`src/hw/rtl/page_frame_bitmap_allocator_defines.svh`:
```
// Assertion macros for the page frame bitmap allocator.
// PFBA_ASSERT checks a property outside reset; PFBA_ASSERT_ALWAYS checks it at every edge.
`ifndef PAGE_FRAME_BITMAP_ALLOCATOR_DEFINES_SVH
`define PAGE_FRAME_BITMAP_ALLOCATOR_DEFINES_SVH
`ifndef SYNTH
`define PFBA_ASSERT(label, prop) \
    label: assert property (@(posedge clk) disable iff (!rst_n) prop) \
        else $error("page frame allocator check failed");
`define PFBA_ASSERT_ALWAYS(label, prop) \
    label: assert property (@(posedge clk) prop) \
        else $error("page frame allocator check failed");
`else
`define PFBA_ASSERT(label, prop)
`define PFBA_ASSERT_ALWAYS(label, prop)
`endif
`endif

```
`src/hw/rtl/pfba_pkg.sv`:
```
`timescale 1ns / 1ps

package pfba_pkg;

    // Bitmap geometry.
    localparam int BITMAP_WORDS     = 32768;
    localparam int FRAME_BYTES_LOG2 = 12;
    localparam int WORD_BITS        = 32;
    localparam int BIT_W            = $clog2(WORD_BITS);
    localparam int WORD_AW          = $clog2(BITMAP_WORDS);
    localparam int SLOT_W           = WORD_AW + BIT_W;
    localparam int FRAME_W          = 32 - FRAME_BYTES_LOG2;

    localparam logic [FRAME_W:0]     TOTAL_FRAMES = (FRAME_W + 1)'(BITMAP_WORDS * WORD_BITS);
    localparam logic [WORD_AW-1:0]   LAST_WORD    = WORD_AW'(BITMAP_WORDS - 1);
    localparam logic [31:0]          FRAME_MASK   = 32'((1 << FRAME_BYTES_LOG2) - 1);
    localparam logic [WORD_BITS-1:0] WORD_ONES    = {WORD_BITS{1'b1}};
    localparam logic [WORD_BITS-1:0] WORD_ONE     = WORD_BITS'(1);
    localparam logic [BIT_W-1:0]     TOP_BIT      = BIT_W'(WORD_BITS - 1);

    // Action codes.
    localparam logic [1:0] ACT_ALLOC = 2'd0;
    localparam logic [1:0] ACT_FREE  = 2'd1;
    localparam logic [1:0] ACT_CLEAR = 2'd2;

    // Configuration register indexes.
    localparam int CFG_IDX_W = 1;
    localparam logic [CFG_IDX_W-1:0] CFG_MEM_LOW  = 1'b0;
    localparam logic [CFG_IDX_W-1:0] CFG_MEM_HIGH = 1'b1;

    typedef struct packed {
        logic [1:0]  action;
        logic [31:0] frame_byte_addr;
    } in_item_t;

    typedef struct packed {
        logic [31:0] result_addr;
        logic        success;
        logic [31:0] alloc_total;
    } out_item_t;

    // Commands from the controller to the datapath.
    typedef struct packed {
        logic load;
        logic scan;
        logic take;
        logic free_rd;
        logic free_wr;
        logic clr;
        logic res_ok;
        logic res_fail;
        logic out_load;
    } pfba_cmd_t;

    // Status from the datapath to the controller.
    typedef struct packed {
        logic win_empty;
        logic free_in_range;
        logic scan_hit;
        logic scan_end;
        logic clr_last;
    } pfba_stat_t;

endpackage

```
`src/hw/rtl/pfba_ctrl.sv`:
```
`timescale 1ns / 1ps

module pfba_ctrl
    import pfba_pkg::*;
(
    input  logic       clk,
    input  logic       rst_n,
    input  logic       in_valid,
    input  logic [1:0] in_action,
    input  logic       out_stall,
    input  pfba_stat_t stat,
    output pfba_cmd_t  cmd,
    output logic       in_stall,
    output logic       out_valid
);

    typedef enum logic [6:0] {
        ST_CLR_INIT = 7'b0000001,
        ST_IDLE     = 7'b0000010,
        ST_ALLOC    = 7'b0000100,
        ST_FREE_RD  = 7'b0001000,
        ST_FREE_WR  = 7'b0010000,
        ST_CLR_ACT  = 7'b0100000,
        ST_RESP     = 7'b1000000
    } pfba_state_t;

    pfba_state_t state_reg;
    pfba_state_t state_next;
    logic        out_valid_reg;
    logic        out_valid_next;

    // Next state and command decode.
    always_comb
    begin
        state_next     = state_reg;
        out_valid_next = out_valid_reg;
        cmd            = '0;

        if (out_valid_reg && !out_stall)
        begin
            out_valid_next = 1'b0;
        end

        unique case (state_reg)
            ST_CLR_INIT:
            begin
                cmd.clr = 1'b1;
                if (stat.clr_last)
                begin
                    state_next = ST_IDLE;
                end
            end
            ST_IDLE:
            begin
                if (in_valid)
                begin
                    cmd.load = 1'b1;
                    unique case (in_action)
                        ACT_ALLOC:
                        begin
                            if (stat.win_empty)
                            begin
                                cmd.res_fail = 1'b1;
                                state_next   = ST_RESP;
                            end
                            else
                            begin
                                state_next = ST_ALLOC;
                            end
                        end
                        ACT_FREE:
                        begin
                            if (stat.free_in_range)
                            begin
                                state_next = ST_FREE_RD;
                            end
                            else
                            begin
                                cmd.res_fail = 1'b1;
                                state_next   = ST_RESP;
                            end
                        end
                        ACT_CLEAR:
                        begin
                            state_next = ST_CLR_ACT;
                        end
                        default:
                        begin
                            cmd.res_fail = 1'b1;
                            state_next   = ST_RESP;
                        end
                    endcase
                end
            end
            ST_ALLOC:
            begin
                // One word is read each cycle; the word checked is the one read in the previous cycle.
                priority if (stat.scan_hit)
                begin
                    cmd.take   = 1'b1;
                    state_next = ST_RESP;
                end
                else if (stat.scan_end)
                begin
                    cmd.res_fail = 1'b1;
                    state_next   = ST_RESP;
                end
                else
                begin
                    cmd.scan = 1'b1;
                end
            end
            ST_FREE_RD:
            begin
                cmd.free_rd = 1'b1;
                state_next  = ST_FREE_WR;
            end
            ST_FREE_WR:
            begin
                cmd.free_wr = 1'b1;
                cmd.res_ok  = 1'b1;
                state_next  = ST_RESP;
            end
            ST_CLR_ACT:
            begin
                cmd.clr = 1'b1;
                if (stat.clr_last)
                begin
                    cmd.res_ok = 1'b1;
                    state_next = ST_RESP;
                end
            end
            ST_RESP:
            begin
                if (!out_valid_reg || !out_stall)
                begin
                    cmd.out_load   = 1'b1;
                    out_valid_next = 1'b1;
                    state_next     = ST_IDLE;
                end
            end
            default:
            begin
                state_next = ST_CLR_INIT;
            end
        endcase
    end

    // State and output valid registers.
    always_ff @(posedge clk or negedge rst_n)
    begin
        if (!rst_n)
        begin
            state_reg     <= ST_CLR_INIT;
            out_valid_reg <= 1'b0;
        end
        else
        begin
            state_reg     <= state_next;
            out_valid_reg <= out_valid_next;
        end
    end

    assign in_stall  = (state_reg != ST_IDLE);
    assign out_valid = out_valid_reg;

endmodule

```
`config.mk`:
```
export PLATFORM = sky130hd
export DESIGN_NAME = pfba_ctrl
export DESIGN_NICKNAME = d
export VERILOG_FILES = /design/src/hw/rtl/page_frame_bitmap_allocator_defines.svh /design/src/hw/rtl/pfba_pkg.sv /design/src/hw/rtl/pfba_ctrl.sv
export SDC_FILE = /design/constraint.sdc
export NUM_CORES = 1
export LEC_CHECK = 0
export ABC_AREA = 1
export BUFFER_PORTS_ARGS = -buffer_cell sky130_fd_sc_hd__clkbuf_2
export CELL_PAD_IN_SITES_DETAIL_PLACEMENT = 0
export CELL_PAD_IN_SITES_GLOBAL_PLACEMENT = 1
export CORE_ASPECT_RATIO = 1.4
export CORE_MARGIN = 5
export CORE_UTILIZATION = 34
export CTS_CLUSTER_SIZE = 20
export DETAILED_ROUTE_END_ITERATION = 8
export GPL_TIMING_DRIVEN = 1
export PLACE_DENSITY_LB_ADDON = 0.25
export SYNTH_ARGS = -nofsm -noshare
export SYNTH_HDL_FRONTEND = slang
export SYNTH_SLANG_ARGS = --single-unit
```
`constraint.sdc`:
```
create_clock -name clk -period 2.9 [get_ports clk]
set_input_delay 0.145 -clock clk [delete_from_list [all_inputs] [get_ports clk]]
set_output_delay 0.145 -clock clk [all_outputs]
set_load 0.05 [all_outputs]
```
**After elaboration in Yosys (flattened, before gate mapping)**

Cells that the tools add are included.

- Register bits: 8
- Bits of input ports: 11
- Output and inout bits: 11
- Word-level logic and storage cells: 57

- Equal/unequal tests: 15
- Mux-type cells: 33
- Reductions and logical operators: 7

Operators by type and width:

| kind | count |
|---|---|
| $mux W7 | 8 |
| $pmux W7 S7 | 1 |
| $pmux W7 S3 | 1 |
| $mux W1 | 19 |
| $ne A2 B2 Y1 const B | 4 |
| $eq A7 B1 Y1 const B | 1 |
| $eq A7 B2 Y1 const B | 1 |
| $eq A7 B3 Y1 const B | 1 |
| $eq A7 B4 Y1 const B | 1 |
| $eq A7 B5 Y1 const B | 1 |
| $eq A7 B6 Y1 const B | 1 |
| $eq A7 B7 Y1 const B | 1 |
| $ne A7 B2 Y1 const B | 1 |
| $reduce_and A5 Y1 | 1 |
| $pmux W1 S2 | 2 |
| $ne A3 B3 Y1 const B | 1 |
| $pmux W1 S3 | 1 |
| $eq A2 B1 Y1 const B | 1 |
| $eq A2 B2 Y1 const B | 1 |
| $logic_not A1 Y1 | 2 |
| $logic_not A2 Y1 | 1 |
| $mux W2 | 1 |
| $reduce_or A2 Y1 | 1 |
| $logic_and A1 B1 Y1 | 1 |
| $logic_or A1 B1 Y1 | 1 |

**Depth between registers and ports, before layout**

- Word-level depth: 5
- Gate-level depth with buffers: 9
- Depth with buffers taken out: 9

**Worst setup path before layout**

Ideal clock, no wire load.

- Path type: register to output
- Start: reg state_reg[6]
- End: out cmd[1] in the netlist's numbering
- Arrival time: 1.590 ns
- Data required time: 2.755 ns
- Setup slack: 1.165 ns
- Cell stages (with the launch flop): 6
- Buffers on the path: 0
- Cells stage by stage: dfrtp_1 > inv_2 > nand2_1 > nor2_4 > nand2_1 > o22ai_1

RTL lines:

| item | line | text |
|---|---|---|
| start: declaration | pfba_ctrl.sv:27 | `pfba_state_t state_reg;` |
| start signal: assignment | pfba_ctrl.sv:159 | `state_reg <= state_next;` |
| end: declaration | pfba_ctrl.sv:12 | `output pfba_cmd_t cmd,` |

==> metrics.md <==
| Metric | Value |
|---|---|
| RR Endpoint | state_reg[6] |
| Clock Latency Late Sink | 260 ps |
| Asr flop ratio synth | 100% |
| Period minus WS final | 1770 ps |
| Tot GR Track Use | 12.6% |
| Cts repair resizes | 0 |
| Drt total wl | 1.53 mm |
| Reg2reg path depth | 7 |
| Worst-path clk slew | 60 ps |
| Clock Sinks | 8 |
| Cell mode on critical path | nand2_1 |
| Register bit total from synthesis | 8 |
| Top cells by area, synth | dfrtp_1 (28%), nand2_1 (16%), inv_1 (12%) |
| Synth top area share | 27.9% |
| Post-synth EDFFs | 0 |
| TritonCTS Buffers | 3 |
| Top-count cell post-synth | nand2_1 |
| Area grow syn2layout | 26.5% |
| ANT cells | 0 |
| Fin cells | 145 |
| Die W | 46.3 µm |
| IO Port Bufs | 21 |
| Cell Chain, Critical Path | inv_1 > nand2_1 > nor2_1 > nand2_1 > o22ai_1 > clkbuf_2 |
| Core ar. | 1760 µm² |
| Startpoint class of the critical path | register |
| Crit path arrival time | 1620 ps |
| Pin count of the biggest net entering global routing | 9 |
| DR iter-0 viols | 12 |
| Multi-input gate area | 339 µm² |
| Worst clock skew | 0.803 ps |
| Fill cell count | 197 |
| Avg Inst Size Synth | 6.33 µm² |
| First-pass GRT wire length | 2.54 mm |
| Worst slew pin tran | 280 ps |
| Cells on Worst Hold Path | 3 |
| Maximum capacitance violations | 0 |
| I/O pin count | 22 |
| Setup TNS | 0 ps |
| Crit path required time | 2760 ps |
| Die area | 2810 µm² |
| Net Count, Synth | 110 |
| CP Capture Type | primary output |
| Endpoints failing setup | 0 |
| DRC Markers | 0 |
| Post-DP HPWL | 1.32 mm |
| Top FF cell, synth | dfrtp_1 |
| RSZ-0062 raised after global routing | no |
| Initial Utilization | 35.7% |
| Cell Area, Placed | 757 µm² |
| Seq/Total Area, Yosys | 32.1% |
| Max IR drop VDD | 237 µV |
| DR WL/cell | 10.5 µm |
| Largest register FFs | 7 |
| # nets final | 137 |
| Critical Path Max Stage Delay | 420 ps |
| Cell count after synthesis | 99 |
| Clock root cell | clkbuf_4 |
| Hold Violations, Final | 0 |
| Pwr dens | 709 nW/µm² |
| Commonest cells post-synth | nand2_1 (27), inv_1 (20), nor2_1 (13) |
| Flop2flop setup slack | 1590 ps |
| Final GP Congestion | 0.810 |
| CTS H-tree lvls | 1 |
| Post-synth cell types | 16 |
| Initial antenna violation count | 0 |
| DR vias/cell | 4.59 |
| Tot Pwr | 0.000562 W |
| Register area | 201 µm² |
| Rows | 18 |
| Crit share post-route | 61.0% |
| Die height | 60.8 µm |
| Cell taking the most area after synthesis | dfrtp_1 |
| CTS tree | built |
| Cell Count Post-Placement | 140 |
| Gr ovfl total | 0 |
| Kind of critical path | reg -> out |
| Slew HR | 81.4% |
| Fin area | 793 µm² |
| Length of the first detailed-routing pass in iterations | 4 |
| Share of cells above drive strength 1 | 33.6% |
| Hold Path Class | in -> reg |
| Max Fclk | 0.565 GHz |
| Synth Warn # | 0 |
| Final ANT Viol Nets | 0 |
| Slowest stage cell, crit path | dfrtp_1 |
| Max Slew Vio Count | 0 |
| Vias in the first global route | 662 |
| Netlist Area Pre-Place | 627 µm² |
| WHS Endpoint | out_valid |
| LEAKAGE | 0.514 nW |
| Clock Path Buffers | 2 |
| Status | complete, no violations |
| Critical Path Fanout Max | 4 |
| Reg2Reg Launch Point | state_reg[0] |
| Via Count | 666 |
| Hold Startpoint | out_stall |
[where the power goes]
part | leakage [nW] | switching (W) | internal [W] | total [W]
clock network | 0.0150 | 0.0000462 | 0.0000532 | 0.0000994
registers | 0.106 | 0.0000168 | 0.000138 | 0.000155
logic | 0.393 | 0.000218 | 0.0000894 | 0.000308
[routing by layer]
metal	track usage, %	up-vias	part of all wire, %
li1	-	347	-
met5	0	-	0
met4	6.10	0	3.9
met2	24.6	18	53
met1	12.3	294	38
met3	1.78	7	5.0
[cell type report]
type	count	area share [%]
inverter	23	10.9
clock buffer	4	3.31
timing repair buffer	22	14.5
sequential	8	25.4
tap	20	3.15
multi-input combinational	68	42.7
[worst max-delay path: cells and delay by family, from the launching register on]
kind	cells	cell delay (ps)
simple gates	3	350
flops	1	420
compound gates	1	180
buf+inv	2	400
[cell families after synthesis]
kind of cell | Yosys count | synth area share [%]
and+or+nand+nor | 63 | 48.7
buffers and inverters | 23 | 13.8
DFF | 8 | 32.1
AOI/OAI and AO/OA | 5 | 5.39
[stage by stage]
stage / setup slack, ps / hold WS, ps / utilization, %
after floorplan: 1170 / -151 / -
after global placement: 1430 / 4.20 / 43.1
after detailed placement: 1420 / 3.96 / 43.1
after CTS: 1120 / 108 / 45.2
after global routing: 1000 / 128 / 45.2
final: 1130 / 106 / 45.2
[cell usage in the layout, fill, tap and decap left out]
master / count
a21oi_2: 1
clkbuf_1: 1
clkbuf_2: 21
clkbuf_4: 3
dfrtp_1: 7
dfstp_2: 1
dlygate4sd3_1: 1
inv_1: 20
inv_2: 3
nand2_1: 27
nand2_2: 4
nand3_1: 9
nand3_2: 2
nand4_1: 1
nor2_1: 13
nor2_2: 4
nor2_4: 3
o21ai_1: 1
o21bai_1: 1
o22ai_1: 2
[worst max-delay path by stage]
stage	start	endpoint	slack, ps	depth (start not counted)
after floorplan	state_reg[6]	cmd[1]	1170	5
after global placement	state_reg[3]	cmd[1]	1430	6
after detailed placement	state_reg[6]	cmd[1]	1420	6
after CTS	state_reg[6]	cmd[1]	1120	6
after global routing	state_reg[6]	cmd[1]	1000	6
final	state_reg[3]	cmd[1]	1130	6
[what timing repair did]
action / 4_1_cts / 5_1_grt
hold buffers: 1 / 0
hold endpoints to repair: 8 / 0
setup buffers: 0 / 0
Power figures use the tool's default switching activity.
